## src/sv/rid_pkg.sv

```systemverilog
package rid_pkg;

  // Control carried alongside each operand pair down the cell chain.
  typedef struct packed {
    logic valid;
    logic q_neg;
    logic r_neg;
  } rid_ctl_t;

endpackage

```

## src/sv/rid_if.sv

```systemverilog


interface rid_rsp_if #(
  parameter int DIVIDEND_WIDTH = 32,
  parameter int DIVISOR_WIDTH  = 32
);
  logic                      valid;
  logic                      ready;
  logic [DIVIDEND_WIDTH-1:0] quotient_value;
  logic [DIVISOR_WIDTH-1:0]  remainder_value;

  modport source (output valid, output quotient_value, output remainder_value, input ready);
  modport sink   (input valid, input quotient_value, input remainder_value, output ready);
endinterface

```

## src/sv/rid_out_buf.sv

```systemverilog
module rid_out_buf #(
  parameter int DIVIDEND_WIDTH = 32,
  parameter int DIVISOR_WIDTH  = 32
) (
  input  logic                      clk,
  input  logic                      rst,
  input  rid_pkg::rid_ctl_t         ctl_in,
  input  logic [DIVIDEND_WIDTH-1:0] q_mag,
  input  logic [DIVISOR_WIDTH-1:0]  r_mag,
  output logic                      advance,
  rid_rsp_if.source                 rsp
);

  localparam int N = DIVIDEND_WIDTH;
  localparam int M = DIVISOR_WIDTH;
  localparam logic [N-1:0] ONE_N = {{(N-1){1'b0}}, 1'b1};
  localparam logic [M-1:0] ONE_M = {{(M-1){1'b0}}, 1'b1};

  logic [N-1:0] q_fix;
  logic [M-1:0] r_fix;
  logic         push;
  logic         take;
  logic         out_valid;
  logic [N-1:0] out_q;
  logic [M-1:0] out_r;
  logic         skid_valid;
  logic [N-1:0] skid_q;
  logic [M-1:0] skid_r;

  // Apply the signs to the magnitudes.
  always_comb begin
    q_fix = ctl_in.q_neg ? (~q_mag + ONE_N) : q_mag;
    r_fix = ctl_in.r_neg ? (~r_mag + ONE_M) : r_mag;
  end

  assign advance = ~skid_valid;
  assign push    = advance & ctl_in.valid;
  assign take    = out_valid & rsp.ready;

  always_ff @(posedge clk) begin
    if (rst) begin
      out_valid  <= 1'b0;
      skid_valid <= 1'b0;
    end else if (take || !out_valid) begin
      if (skid_valid) begin
        out_valid  <= 1'b1;
        skid_valid <= 1'b0;
      end else begin
        out_valid <= push;
      end
    end else if (push) begin
      // Output held: park the arriving result in the skid slot.
      skid_valid <= 1'b1;
    end
  end

  always_ff @(posedge clk) begin
    if (take || !out_valid) begin
      if (skid_valid) begin
        out_q <= skid_q;
        out_r <= skid_r;
      end else begin
        out_q <= q_fix;
        out_r <= r_fix;
      end
    end else if (push) begin
      skid_q <= q_fix;
      skid_r <= r_fix;
    end
  end

  assign rsp.valid           = out_valid;
  assign rsp.quotient_value  = out_q;
  assign rsp.remainder_value = out_r;

endmodule

```

## src/flat_wrapper.sv

```systemverilog
// flat-port wrapper written by rule: the top's interface ports become plain ports
module rid_out_buf_flat 
#(
  parameter int DIVIDEND_WIDTH = 32,
  parameter int DIVISOR_WIDTH  = 32
)
  (clk, rst, ctl_in, q_mag, r_mag, advance, rsp_valid, rsp_quotient_value, rsp_remainder_value, rsp_ready);
  rid_rsp_if #(.DIVIDEND_WIDTH(DIVIDEND_WIDTH), .DIVISOR_WIDTH(DIVISOR_WIDTH)) rsp_i ();
  input  logic clk;
  input  logic rst;
  input  rid_pkg::rid_ctl_t ctl_in;
  input  logic [DIVIDEND_WIDTH-1:0] q_mag;
  input  logic [DIVISOR_WIDTH-1:0] r_mag;
  output logic advance;
  output wire logic [$bits(rsp_i.valid)-1:0] rsp_valid;
  output wire logic [$bits(rsp_i.quotient_value)-1:0] rsp_quotient_value;
  output wire logic [$bits(rsp_i.remainder_value)-1:0] rsp_remainder_value;
  input wire logic [$bits(rsp_i.ready)-1:0] rsp_ready;
  assign rsp_valid = rsp_i.valid;
  assign rsp_quotient_value = rsp_i.quotient_value;
  assign rsp_remainder_value = rsp_i.remainder_value;
  assign rsp_i.ready = rsp_ready;
  rid_out_buf #(.DIVIDEND_WIDTH(DIVIDEND_WIDTH), .DIVISOR_WIDTH(DIVISOR_WIDTH)) u_core (.clk(clk), .rst(rst), .ctl_in(ctl_in), .q_mag(q_mag), .r_mag(r_mag), .advance(advance), .rsp(rsp_i));
endmodule
```

## config.mk

```make
export PLATFORM = sky130hd
export DESIGN_NAME = rid_out_buf_flat
export DESIGN_NICKNAME = d
export VERILOG_FILES = /design/src/sv/rid_pkg.sv /design/src/sv/rid_if.sv /design/src/sv/rid_out_buf.sv /design/src/flat_wrapper.sv
export SDC_FILE = /design/constraint.sdc
export NUM_CORES = 1
export LEC_CHECK = 0
export ABC_AREA = 1
export BUFFER_PORTS_ARGS = -buffer_cell sky130_fd_sc_hd__buf_4
export CORE_ASPECT_RATIO = 2
export CORE_UTILIZATION = 40
export CTS_CLUSTER_DIAMETER = 30
export DETAILED_ROUTE_END_ITERATION = 16
export PLACE_DENSITY_LB_ADDON = 0.1
export SLEW_MARGIN = 10
export SYNTH_ARGS = -nofsm -noshare
export SYNTH_HDL_FRONTEND = slang
export SYNTH_SLANG_ARGS = --single-unit
```

## constraint.sdc

```tcl
create_clock -name clk -period 8.35 [get_ports clk]
set_clock_uncertainty 0.15 [all_clocks]
set_input_delay 1.2525 -clock clk [delete_from_list [all_inputs] [get_ports clk]]
set_output_delay 1.2525 -clock clk [all_outputs]
set_load 0.005 [all_outputs]
```

[Yosys cells after proc, flatten, opt, wreduce, memory -nomap -nowiden]
Index checks and enable logic that the tools add are counted.
Storage, ports and cells
  input bits: 70
  logic and storage cells: 23
  output and inout port bits: 66
  register bits after elaboration: 130
Cells by class
  mux-type cells: 5
  add/subtract/negate cells: 2
  bitwise logic cells: 6
  reduce and logical (&&, ||, !) cells: 4
Operators with widths (number)
  $mux W32: 4
  $add A32 B1 Y32 const B: 2
  $not A32 Y32: 2
  $and A1 B1 Y1: 2
  $not A1 Y1: 2
  $reduce_and A2 Y1: 1
  $reduce_or A2 Y1: 1
  $logic_not A1 Y1: 1
  $logic_or A1 B1 Y1: 1
  $mux W1: 1

[Longest topological paths before layout]
  word-level depth: 4
  mapped depth: 11
  depth with buffers taken out: 11

[Least setup slack after synthesis]
Ideal clock, no wire load.
  kind: input -> register
  from: input port rsp_ready
  to: register u_core.skid_q[0], enable pin
  required time: 7714 ps
  library setup time: 486 ps
  cell stages on the path: 3
  data arrival time: 5612 ps
  setup slack: 2102 ps
  cells stage by stage: inv_1 nand2_1 nor2_1
On the way
  word-level cells in the longest chain between the ends: 4
RTL lines
  start: declaration: line flat_wrapper.sv:18  | input wire logic [$bits(rsp_i.ready)-1:0] rsp_ready;
  $and A1 B1 Y1: line rid_out_buf.sv:38  | assign take = out_valid & rsp.ready;
  $logic_or A1 B1 Y1: line rid_out_buf.sv:58  | if (take || !out_valid) begin
  $not A1 Y1 (no source line)
  $reduce_and A2 Y1 (no source line)
  end signal: assignment: line rid_out_buf.sv:67  | skid_q <= q_fix;
  end: declaration: line rid_out_buf.sv:27  | logic [N-1:0] skid_q;
No other way between the ends.
A chain may end at the register's enable or synchronous reset.

[Final worst setup path]
  from: input port rsp_ready
  to: register u_core.skid_r[26], enable pin
On the way
  word-level cells in the longest chain between the ends: 4
RTL lines
  $and A1 B1 Y1: line rid_out_buf.sv:38
  $logic_or A1 B1 Y1: line rid_out_buf.sv:58
  $not A1 Y1 (no source line)
  $reduce_and A2 Y1 (no source line)
  end signal: assignment: line rid_out_buf.sv:68  | skid_r <= r_fix;
  end: declaration: line rid_out_buf.sv:28  | logic [M-1:0] skid_r;
No other way between the ends.

==> flow_summary.json <==
{
  "wl_per_cell_um": 15.4,
  "stdcell_count": 1159,
  "hold_violations": 0,
  "clock_sinks": 130,
  "r2r_setup_slack_ns": 5.73,
  "totalWireLength_mm": 17.9,
  "finalPower_mw": 1.74,
  "die_w_um": 95.1,
  "startpoint": "rsp_ready",
  "grt_pass1_vias": 5459,
  "syn_inst": 804,
  "tightest_slew_ns": 0.914,
  "initialDrtViolationCount": 273,
  "ant_nets": 0,
  "synth_top_cell_by_area": "edfxtp_1",
  "setup_viol_count_final": 0,
  "synthToLayoutAreaGrowth_pct": 25.4,
  "ys.warnings.count": 0,
  "cts-hold-fix-buffers": 0,
  "synth_area_um2": 6930,
  "cts_buffer_depth": 2,
  "hold_depth": 2,
  "leakage_nw": 3.84,
  "io_buffers": 135,
  "cpMaxStageDelayCell": "buf_4",
  "dp_hpwl_mm": 13.4,
  "placed_area_um2": 8110,
  "n_fill_cell": 1635,
  "dpl.cell_count": 1127,
  "yosysMostFrequentCell": "nand2_1",
  "synth_area_leaders": "edfxtp_1 55%, nand2_1 19%, nor2_1 4.6%",
  "antenna_found_initial": 0,
  "max_freq_ghz": 0.313,
  "synth_edf_count": 128,
  "worstSetupPathType": "in -> reg",
  "max_slew_margin_pct": 39.1,
  "hold_path_end": "u_core.rsp.remainder_value[30]",
  "route.detailed.vias_per_inst": 4.78,
  "clk_latency_ns": 0.42,
  "die_area_um2": 17900,
  "drc": 0,
  "cap_viol_max_count": 0,
  "postSynthAreaPerCell_um2": 8.62,
  "max_stage_delay_ns": 0.65,
  "fin_area_um2": 8680,
  "fin_crit_ns": 3.19,
  "grt_pass1_wl_mm": 27.5,
  "cts.reportedPaths.clkPinSlew_ns": 0.05,
  "first_pass_iters": 4,
  "cts_resized": 0,
  "start_kind": "input port",
  "multi_input_area_um2": 2710,
  "crit_required_ns": 8.24,
  "cp.arrival_ns": 3.08,
  "peakVddDrop_v": 0.000108,
  "pin_count": 136,
  "layout.area.seq_um2": 3880,
  "synth_top_flop_cell": "edfxtp_1",
  "diodes": 0,
  "synthArstFlopShare_pct": 0,
  "min_from": "u_core.skid_r[30]",
  "ys_ff_latch": 130,
  "crit_fanout": 67,
  "synth.distinct_cells": 34,
  "p_per_area_nw_per_um2": 201,
  "globalRoute.totalOverflow": 0,
  "reg2reg_to": "u_core.skid_r[26]",
  "hold_path_class": "reg -> reg",
  "cts_tree": "done",
  "rsz0062_at_grt": "false",
  "status": "finished clean",
  "crit_path_frequent_cell": "buf_4",
  "fin_nets": 1011,
  "vias": 5537,
  "gp_congestion": 0.897,
  "drive_above_1_share_pct": 22.1,
  "die_h_um": 188,
  "finalCritPeriodShare_pct": 38.2,
  "cts_setup_buffers": 0,
  "reg2reg_depth": 5,
  "syn_nets": 876,
  "cp_cell_sequence": "buf_4 > inv_1 > nand2_4 > nor2_4 > buf_4",
  "yosysSeqAreaShare_pct": 56.1,
  "row_count": 67,
  "htree_levels": 4,
  "r2r-start": "u_core.skid_valid",
  "end_kind": "flip-flop",
  "fin_setup_tns_ns": 0,
  "cts_made_buffers": 17,
  "slew_viol_final": 0,
  "root_buffer": "clkbuf_16",
  "synth_commonest_cells": "350 x nand2_1, 128 x edfxtp_1, 85 x nor2_1",
  "grtUsageTotal_pct": 21.1,
  "synth.top_cell.area_share_pct": 55.5,
  "coreArea_um2": 16800,
  "final_util_pct": 51.5,
  "grt_max_degree": 70,
  "start_util_pct": 41.1
}
-- cell families (layout without fill, tap and decap cells) --
logic type,after synthesis,in the layout,share of synthesized area [%]
AO/OA/AOI/OAI,43,43,3.50
AND/OR/NAND/NOR,521,521,31.4
buffers and inverters,82,230,5.04
XOR/XNOR,26,26,3.61
flip-flops,130,130,56.1
adder cells (fa/ha/maj),2,2,0.361
-- sequential cells by signal (all words and copies together), names as in the netlist --
name and cells:
u_core.rsp.quotient_value 32, u_core.skid_q 32, u_core.skid_r 32, u_core.rsp.remainder_value 32
u_core.rsp.valid 1, u_core.skid_valid 1
-- critical path: cells and delay by family --
family        cells  cell delay (ns)
simple gates      2             0.91
buf+inv           3             0.84
-- report_power, final --
| group | internal [mW] | switching (mW) |
|---|---|---|
| Sequential | 0.775 | 0.0152 |
| Combinational | 0.103 | 0.137 |
| Clock | 0.440 | 0.273 |
-- area by class of cell --
type | instances | share of cell area [%]
Sequential cell | 130 | 44.7
Clock inverter | 12 | 1.54
Clock buffer | 20 | 5.03
Inverter | 60 | 2.59
Multi-Input combinational cell | 592 | 31.2
Timing Repair Buffer | 138 | 11.9
Tap cell | 207 | 2.98
-- layout by cell type, fill, tap and decap left out, types with 3 or more instances in the layout --
cell type	netlist	final
nor2_2	12	12
nor2_1	85	84
inv_2	5	5
o21ai_1	11	11
o211ai_1	4	4
edfxtp_1	128	128
nand4_1	4	4
clkinv_4	0	4
xnor2_1	8	8
nand2_1	350	349
nand2_4	2	3
and2_1	7	7
buf_4	2	138
nand3_1	39	39
clkbuf_1	7	3
xor2_1	15	15
nand2_2	6	6
nor2_4	7	8
o21ai_0	19	19
nand3b_1	5	5
clkbuf_16	0	17
a21oi_1	3	3
inv_1	55	55
o21ai_2	3	3
clkinv_2	0	3
-- how the worst max path moves through the flow --
| stage | end |
|---|---|
| global route | u_core.skid_r[23] |
| global placement | u_core.skid_r[30] |
| finish | u_core.skid_r[26] |
| floorplan | u_core.skid_q[0] |
| detailed placement | u_core.skid_r[27] |
| CTS | u_core.skid_r[25] |
-- per-layer routing --
| layer | routed length (µm) | vias up | GRT usage, % |
|---|---|---|---|
| li1 | - | 2861 | - |
| met1 | 6470 | 2505 | 21.4 |
| met2 | 10200 | 147 | 40.3 |
| met3 | 678 | 24 | 3.81 |
| met4 | 499 | 0 | 9.27 |
| met5 | 0 | - | 0 |
-- metrics by stage --
step / worst slack, ns / hold WS [ns]
finish: 5.16 / 0.363
global route: 5.00 / 0.382
detailed placement: 4.67 / 0.353
CTS: 5.10 / 0.366
global placement: 4.70 / 0.349
floorplan: 2.10 / 0.344
(Power assumes the default switching activity.)
