===== src/sv/rid_pkg.sv =====
package rid_pkg;

  // Control carried alongside each operand pair down the cell chain.
  typedef struct packed {
    logic valid;
    logic q_neg;
    logic r_neg;
  } rid_ctl_t;

endpackage


===== src/sv/rid_cell.sv =====
module rid_cell #(
  parameter int DIVIDEND_WIDTH = 32,
  parameter int DIVISOR_WIDTH  = 32
) (
  input  logic                      clk,
  input  logic                      rst,
  input  logic                      en,
  input  rid_pkg::rid_ctl_t         ctl_in,
  input  logic [DIVIDEND_WIDTH-1:0] aq_in,
  input  logic [DIVISOR_WIDTH-1:0]  rem_in,
  input  logic [DIVISOR_WIDTH-1:0]  dvs_in,
  output rid_pkg::rid_ctl_t         ctl_out,
  output logic [DIVIDEND_WIDTH-1:0] aq_out,
  output logic [DIVISOR_WIDTH-1:0]  rem_out,
  output logic [DIVISOR_WIDTH-1:0]  dvs_out
);

  localparam int N = DIVIDEND_WIDTH;
  localparam int M = DIVISOR_WIDTH;

  logic [M:0]           rem_shift;
  logic [M+1:0]         diff;
  logic                 ge;
  logic [N-1:0]         aq_next;
  logic [M-1:0]         rem_next;
  rid_pkg::rid_ctl_t    ctl;
  logic [N-1:0]         aq;
  logic [M-1:0]         rem;
  logic [M-1:0]         dvs;

  // Bring down the next dividend bit and trial-subtract the divisor.
  always_comb begin
    rem_shift = {rem_in, aq_in[N-1]};
    diff      = {1'b0, rem_shift} - {2'b00, dvs_in};
    ge        = ~diff[M+1];
    rem_next  = ge ? diff[M-1:0] : rem_shift[M-1:0];
    // Consumed dividend bit leaves at the top, quotient bit enters at the bottom.
    aq_next   = {aq_in[N-2:0], ge};
  end

  always_ff @(posedge clk) begin
    if (rst) begin
      ctl <= '0;
    end else if (en) begin
      ctl <= ctl_in;
    end
  end

  always_ff @(posedge clk) begin
    if (en) begin
      aq  <= aq_next;
      rem <= rem_next;
      dvs <= dvs_in;
    end
  end

  assign ctl_out = ctl;
  assign aq_out  = aq;
  assign rem_out = rem;
  assign dvs_out = dvs;

endmodule


===== config.mk =====
export PLATFORM = sky130hd
export DESIGN_NAME = rid_cell
export DESIGN_NICKNAME = d
export VERILOG_FILES = /design/src/sv/rid_pkg.sv /design/src/sv/rid_cell.sv
export SDC_FILE = /design/constraint.sdc
export NUM_CORES = 1
export LEC_CHECK = 0
export BUFFER_PORTS_ARGS = -buffer_cell sky130_fd_sc_hd__buf_2
export CORE_ASPECT_RATIO = 1.5
export CORE_MARGIN = 4
export CORE_UTILIZATION = 45
export CTS_CLUSTER_SIZE = 24
export DETAILED_ROUTE_END_ITERATION = 8
export GPL_TIMING_DRIVEN = 0
export MAX_ROUTING_LAYER = met4
export PLACE_DENSITY = 0.76
export SYNTH_ARGS = -nofsm -noshare
export SYNTH_HDL_FRONTEND = slang
export SYNTH_SLANG_ARGS = --single-unit

===== constraint.sdc =====
create_clock -name clk -period 2.9 [get_ports clk]
set_input_delay 0.145 -clock clk [delete_from_list [all_inputs] [get_ports clk]]
set_output_delay 0.145 -clock clk [all_outputs]
set_load 0.05 [all_outputs]

* Word-level counts from Yosys, hierarchy flattened
Cells that the tools add are included.
Storage, ports and cells: flip-flop bits (word level) 99, input bits 102, output and inout bits 99, logic and storage cells 9
Cells by class: add/subtract/negate cells 1, mux-type cells 1, bitwise logic cells 1
Operators by type and width (number):
- $sub A33 B32 Y34 | 1
- $mux W32 | 1
- $not A1 Y1 | 1

* Logic depth before layout (Yosys ltp)
Gate-level depths: netlist of run 1.
word-level depth 2, gate-level depth with buffers 12, depth with buffers taken out 12

* Worst setup path after synthesis of run 1
No wires, ideal clock.
path kind input port to flip-flop, from input aq_in[31], to register rem[30], in the netlist rem_out[30], data pin, library setup time 260 ps, arrival 2491 ps, setup slack 149 ps, stages 12, path through inv_1 > ha_1 > inv_1 > fa_1 > a211oi_1 > o211a_1 > o31ai_1 > a21o_1 > a41o_1 > a311o_1 > and3_1 > mux2_2
On the way: longest elaborated chain between the ends 2
Ends and longest elaborated chain:
- start, declared | line rid_cell.sv:9 | input logic [DIVIDEND_WIDTH-1:0] aq_in,
- $sub A33 B32 Y34 | line rid_cell.sv:34 | diff = {1'b0, rem_shift} - {2'b00, dvs_in};
- $mux W32 | line rid_cell.sv:36 | rem_next = ge ? diff[M-1:0] : rem_shift[M-1:0];
- net rem_next[30] | line rid_cell.sv:25 | logic [M-1:0] rem_next;
- end signal, assigned | line rid_cell.sv:52 | rem <= rem_next;
- end, declared | line rid_cell.sv:28 | logic [M-1:0] rem;
The timed path passes the listed nets, and every way through them passes these cells. A chain may end at the register's enable or synchronous reset.

* Worst setup path in the final report of run 1
from input dvs_in[10], to register rem[30], in the netlist rem_out[30], data pin
On the way: longest elaborated chain between the ends 2
Ends and longest elaborated chain:
- start, declared | line rid_cell.sv:11 | input logic [DIVISOR_WIDTH-1:0] dvs_in,
- $sub A33 B32 Y34 | line rid_cell.sv:34
- $mux W32 | line rid_cell.sv:36
- net rem_next[30] | line rid_cell.sv:25
The timed path passes the listed nets, and every way through them passes these cells.

==> impl_results.md, run 1 <==
* Antenna-violating nets left at 0
* Vias per cell at 5.22
* PD cells at 596 mW/mm^2
* WL final at 15.3 mm
* Initial Utilization at 46.2%
* H-tree depth at 3
* R2r setup slk at 2.30 ns
* RePlAce Congestion at 0.845
* CTS tree: built
* Top FF cell, synth: edfxtp_1
* 1st-iter DRT viols at 194
* WP data required at 3.00 ns
* Min-Delay Startpoint: ctl_in[1]
* RSZ-0062 raised after global routing: false
* CTS buffer count at 9
* CP Capture Type: flop
* Largest net degree at the start of global routing at 55
* Die W at 97.1 um
* WP data arrival at 2.87 ns
* Post-Synth Simple-Gate Area at 7.60%
* Clock buffer depth at 2
* Slew HR at 60.0%
* Post-synth EDFFs at 96
* IR drop worst, VDD at 0.280 mV
* Worst Max-Slew Pin Slew at 0.601 ns
* Clock Pin Slew Worst Setup and Hold Paths at 0.08 ns
* Vias in the first global route at 4864
* Post-Synth XOR/XNOR Area at 3.93%
* Startpoint Class: primary input
* GRT Util Overall at 22.9%
* Syn Nets at 562
* Compound-Gate Fraction of Synth Area at 13.0%
* Worst Clk Skew at 0 ns
* Die area at 0.0137 sq mm
* Die Span Y at 142 um
* Number of detailed-route iterations in the first pass at 4
* Clock sinks at 99
* Hold depth at 3
* Initial antenna violation count at 0
* Min Hold Slack at 0.0301 ns
* Antenna Cells at 0
* Remaining DRCs at 0
* Core area at 0.0116 sq mm
* Max Fanout on Critical Path at 10
* Setup slack at placement at -0.397 ns
* Post-synth top area cell: edfxtp_1
* Final setup margin at 0.124 ns
* Leak at 3.45 nW
* Crit Reg-Reg Endpoint: ctl_out[0]$_SDFFE_PP0P_
* FMAX at 360 MHz
* Finish-stage setup viols at 0
* Mapped Cells at 427
* Number of cells on the worst reg-to-reg path at 2
* Hold worst-path end: ctl_out[1]$_SDFFE_PP0P_
* Number of max-cap violations at 0
* Critical path start-end classification: in2reg
* FFs w/ async S/R, synth at 0%
* Share of cells above drive strength 1 at 37.2%
* Area grow syn2layout at 41.7%
* Area contributors post-synth: edfxtp_1 (54%), ha_1 (7.5%), mux2_4 (5.6%), a21oi_1 (2.9%), inv_1 (2.9%)
* Yosys warnings at 0
* Minimum clock period at 2.78 ns
* Clk root buf: clkbuf_16
* Final Cycle Share at 95.7%
* Post-synthesis sequential area ratio at 55.0%
* Post-synth top cells: edfxtp_1 (96), inv_1 (41), ha_1 (32)
* Count leader, synth: edfxtp_1
* Adder-cell area share of the yosys netlist at 7.85%
* FF+latch count, synth at 99
* Main combinational cell family by area after synthesis: compound AO/OA/AOI/OAI gates
* Total grt overflow at 0
* Max-slew violation count at 0
* Avg Cell Area, Syn at 12.5 sq um
* Multiplexer share of the synthesized area at 8.77%
* Number of I/O pins at 201
* First-pass GRT wire length at 24.2 mm
* Yosys top cell area share at 53.9%
* Clk Latency, worst-skew pair at 0.35 ns
* Avg WL per Cell at 17.8 um
* Mapped Area at 0.00535 sq mm
* Core Rows at 48
* Routed vias at 4493
* Synth cell types at 57
* Final hold vios at 0
* Tightest Hold Check Type: in2reg
* Port Buffers at 200
* NumNets Final at 840
* Status: complete, no violations
* Worst R2R Start: ctl_out[0]$_SDFFE_PP0P_
* Post-DP HPWL at 10.7 mm
[per-layer routing]
metal / vias up / wire (um) / track usage (%)
met3: 32 / 613 / 4.62
met2: 150 / 8990 / 44.5
met5: - / 0 / -
met1: 2158 / 5290 / 22.1
met4: 0 / 439 / 8.14
li1: 2153 / - / -
[worst max-delay path, cell delays in order]
cell	delay, ns
dlygate4sd3_1	0.54
buf_2	0.12
inv_1	0.04
ha_1	0.34
nand2_1	0.14
or3_4	0.38
o31ai_4	0.20
a21boi_2	0.11
a31oi_4	0.31
buf_12	0.19
mux2_2	0.34
[cells by family (layout without fill, tap and decap cells)]
logic type               after synthesis  in the layout
AND/OR/NAND/NOR                       83             83
XOR/XNOR                              24             24
multiplexers                          36             36
adder cells (fa/ha/maj)               33             33
AO/OA/AOI/OAI                        104            104
buffers and inverters                 48            331
flip-flops                            99             99
[what timing repair did]
action | 4_1_cts | 5_1_grt
setup endpoints to repair | 1 | 25
hold buffers | 64 | 0
cloned | 0 | 0
resized for setup | 1 | 12
endpoints found under the hold margin | 66 | 0
pin swaps | 0 | 1
setup buffers | 0 | 2
[cell usage in the layout (no fill, tap or decap), drive strengths merged, types with 2 or more instances in the layout]
cell / instances
clkbuf: 11
nor2: 18
and2: 3
a211oi: 4
nor2b: 4
nand2b: 4
a21oi: 32
dfxtp: 3
o21a: 6
a21o: 9
or3: 2
ha: 32
o211ai: 4
nor3: 10
dlygate4sd3: 64
buf: 208
nand2: 25
clkinv: 2
a31oi: 6
nand3: 4
xor2: 8
inv: 45
mux2i: 9
nand4: 3
xnor2: 16
and3: 8
mux2: 27
o21ai: 17
a41oi: 2
o31ai: 6
o21bai: 4
a21boi: 2
edfxtp: 96
[how the worst max path moves through the flow]
stage / startpoint / endpoint / slack (ns) / depth (start not counted)
CTS: aq_in[31] / rem_out[30]$_DFFE_PP_ / 0.03 / 13
global placement: aq_in[31] / rem_out[26]$_DFFE_PP_ / -0.34 / 13
floorplan: aq_in[31] / rem_out[30]$_DFFE_PP_ / 0.15 / 12
global route: aq_in[31] / rem_out[30]$_DFFE_PP_ / 0.008 / 13
detailed placement: aq_in[31] / rem_out[26]$_DFFE_PP_ / -0.40 / 13
finish: dvs_in[10] / rem_out[30]$_DFFE_PP_ / 0.12 / 11
[metrics by stage]
step                cell area (sq um)  util, %  TNS [ns]  power, mW  instances
floorplan                        5350        -         0       2.87        427
global placement                 6540     56.4     -1.66       3.21        777
detailed placement               6570     56.7     -2.45       3.24        778
CTS                              7520     64.8         0       4.50        858
global route                     7580     65.4         0       4.72        860
finish                           7580     65.4         0       4.52        860
[where the power goes]
part / internal (mW) / switching, mW / total (mW)
clock: 0.613 / 0.590 / 1.20
combinational: 0.525 / 0.996 / 1.52
sequential: 1.75 / 0.0401 / 1.79
[state kept, by name, summed over array words and instances, names as in the netlist]
| signal | count |
|---|---|
| ctl_out | 3 |
| rem_out | 32 |
| aq_out | 32 |
| dvs_out | 32 |
[area by class of cell]
class	count	area [sq um]
plain buffers	7	67.6
clock buffers	9	225
clock inverters	7	75.1
fillers	880	4010
inverters	41	154
multi-input cells	280	2240
flip-flops and latches	99	2940
well taps	150	188
repair buffers	267	1690
Power figures use the tool's default switching activity.
==> inputs of run 2 (changes only) <==
Settings changed: BUFFER_PORTS_ARGS -buffer_cell sky130_fd_sc_hd__buf_2 to -buffer_cell sky130_fd_sc_hd__clkbuf_2, REMOVE_ABC_BUFFERS set to 1, SETUP_SLACK_MARGIN set to 0.15.
==> impl_results.md, run 2 (synthesis results as in run 1) <==
* Clock sinks at 99 (unchanged)
* Final instance area at 0.00779 sq mm (was 0.00758 sq mm)
* Clock Pin Slew Worst Setup and Hold Paths at 0.07 ns (was 0.08 ns)
* Avg WL per Cell at 16.5 um (was 17.8 um)
* Routed wl met3 at 750 um (was 613 um)
* Min Hold Slack at 0.0222 ns (was 0.0301 ns)
* Post-DP HPWL at 10.1 mm (was 10.7 mm)
* CP Buf/Inv Count at 5 (was 4)
* Max stage delay on crit path at 0.52 ns (was 0.54 ns)
* First-pass GRT wire length at 21.9 mm (was 24.2 mm)
* PD cells at 589 mW/mm^2 (was 596 mW/mm^2)
* 1st-iter DRT viols at 257 (was 194)
* Tightest Hold Check Type: in2reg (unchanged)
* Most used cell, CP: and3_4
* FMAX at 376 MHz (was 360 MHz)
* Clock buffer depth at 2 (unchanged)
* Share of cells above drive strength 1 at 40.0% (was 37.2%)
* Most frequent cells in the layout: clkbuf_2 (199), edfxtp_1 (96), dlygate4sd3_1 (63), inv_1 (40), a21oi_1 (28) (was buf_2 (201), edfxtp_1 (96), dlygate4sd3_1 (64), inv_1 (41), ha_1 (32))
* Die Span Y at 142 um (unchanged)
* Final Cycle Share at 91.7% (was 95.7%)
* Largest net degree at the start of global routing at 68 (was 55)
* Number of I/O pins at 201 (unchanged)
* CP Launch Point: dvs_in[27] (was dvs_in[10])
* Fin util at 67.2% (was 65.4%)
* Number of max-cap violations at 0 (unchanged)
* Status: complete, no violations (unchanged)
* WP data arrival at 2.76 ns (was 2.87 ns)
* Hold depth at 1 (was 3)
* Initial Utilization at 46.2% (unchanged)
* Most common cell after layout, fill and taps aside: clkbuf_2 (was buf_2)
* Placed cells at 772 (was 778)
* Critical path, cell by cell: dlygate4sd3_1, clkbuf_2, inv_1, ha_4, and3_4, and3_4, a32oi_1, a21boi_4, a31oi_4, clkbuf_16, buf_6, mux2_4 (was dlygate4sd3_1, buf_2, inv_1, ha_1, nand2_1, or3_4, o31ai_4, a21boi_2, a31oi_4, buf_12, mux2_2)
* Routed vias at 4517 (was 4493)
* Crit Reg-Reg Endpoint: ctl_out[0]$_SDFFE_PP0P_ (unchanged)
* Startpoint Class: primary input (unchanged)
* Core Rows at 48 (unchanged)
* Total power at 4.59 mW (was 4.52 mW)
* GRT Util Overall at 20.4% (was 22.9%)
* WP data required at 3.00 ns (about the same)
* NumNets Final at 845 (was 840)
* IR drop worst, VDD at 0.361 mV (was 0.280 mV)
* Total grt overflow at 0 (unchanged)
* Finish-stage setup viols at 0 (unchanged)
* Max Fanout on Critical Path at 6 (was 10)
* Core area at 0.0116 sq mm (unchanged)
* Die area at 0.0137 sq mm (unchanged)
* RePlAce Congestion at 0.835 (was 0.845)
* CP Capture Type: flop (unchanged)
* Leak at 3.55 nW (was 3.45 nW)
* Remaining DRCs at 0 (unchanged)
* Final hold vios at 0 (unchanged)
* DR top layer: met4 (unchanged)
* Max-slew violation count at 0 (unchanged)
* Port Buffers at 200 (unchanged)
* RSZ-0062 raised after global routing: false (unchanged)
* Cell area after placement at 0.00654 sq mm (was 0.00657 sq mm)
* Antenna-violating nets left at 0 (unchanged)
* Vias in the first global route at 4616 (was 4864)
* CP Capture Point: rem_out[7]$_DFFE_PP_ (was rem_out[30]$_DFFE_PP_)
* Initial antenna violation count at 0 (unchanged)
* CTS tree: built (unchanged)
* R2r setup slk at 2.25 ns (was 2.30 ns)
* Number of detailed-route iterations in the first pass at 4 (unchanged)
* Worst Max-Slew Pin Slew at 0.705 ns (was 0.601 ns)
* WL final at 14.3 mm (was 15.3 mm)
* Slew HR at 52.6% (was 60.0%)
* Worst R2R Start: ctl_out[0]$_SDFFE_PP0P_ (unchanged)
* Antenna Cells at 0 (unchanged)
* Top Family by Delay on Critical Path: buffers and inverters (unchanged)
* WL met2 at 7.98 mm (was 8.99 mm)
* H-tree depth at 3 (unchanged)
* Post-route insts no fill at 865 (was 860)
* CTS buffer count at 9 (unchanged)
* Area grow syn2layout at 45.5% (was 41.7%)
* Clk Latency, worst-skew pair at 0.35 ns (about the same)
* Met1 Routed Length at 5.15 mm (was 5.29 mm)
* Clk root buf: clkbuf_16 (unchanged)
* Number of cells on the worst reg-to-reg path at 2 (unchanged)
* Vias per cell at 5.22 (about the same)
* Critical path start-end classification: in2reg (unchanged)
* Die W at 97.1 um (unchanged)
* Worst path depth at 12 (was 11)
* Minimum clock period at 2.66 ns (was 2.78 ns)
* Worst Clk Skew at 0 ns (unchanged)
* Critical Path Slowest Stage Cell: dlygate4sd3_1 (unchanged)
## run 2: per-layer routing
metal | up-vias | GRT usage (%)
met5 | - | -
met4 | 0 | 7.62
met3 | 35 | 4.18
met2 | 179 | 38.5
met1 | 2130 | 20.4
li1 | 2173 | -
## run 2: cell type report
cell class | count | area (sq um)
clock buffers | 9 | 225
clock inverters | 7 | 88.8
fillers | 874 | 3800
inverters | 41 | 154
multi-input cells | 280 | 2330
flip-flops and latches | 99 | 2940
well taps | 150 | 188
repair buffers | 279 | 1850
## run 2: repair_timing
action	4_1_cts	5_1_grt
resized for setup	1	38
hold buffers	62	1
pin swaps	1	8
hold endpoints to repair	64	1
cloned	0	2
endpoints found under the setup margin	19	27
buffers inserted	2	10
## run 2: worst register-to-register path, delay by kind of cell, from the launching register on
family,cells,cell delay [ns]
muxes,1,0.16
DFF,1,0.32
and+or+nand+nor,1,0.07
## run 2: where the power goes
group	switching, mW	internal, mW
clock network	0.599	0.623
registers	0.0416	1.75
logic	1.00	0.568
total	1.64	2.94
## run 2: per-stage QoR
| step | setup TNS, ns | setup slack [ns] |
|---|---|---|
| 3_3_place_gp | -23.88 | -0.833 |
| 4_1_cts | 0 | 0.169 |
| 3_5_place_dp | -8.28 | -0.409 |
| 5_1_grt | 0 | 0.148 |
| 2_1_floorplan | -3.11 | -0.166 |
| 6_report | 0 | 0.240 |
## run 2: how the worst min path moves through the flow
stage          startpoint                       to  slack, ns
6_report       dvs_in[11]    dvs_out[11]$_DFFE_PP_       0.02
5_1_grt        dvs_in[11]    dvs_out[11]$_DFFE_PP_       0.01
4_1_cts        dvs_in[13]    dvs_out[13]$_DFFE_PP_      0.003
3_5_place_dp     aq_in[6]      aq_out[7]$_DFFE_PP_       0.32
3_3_place_gp    aq_in[27]     aq_out[28]$_DFFE_PP_       0.32
2_1_floorplan         rst  ctl_out[0]$_SDFFE_PP0P_       0.22
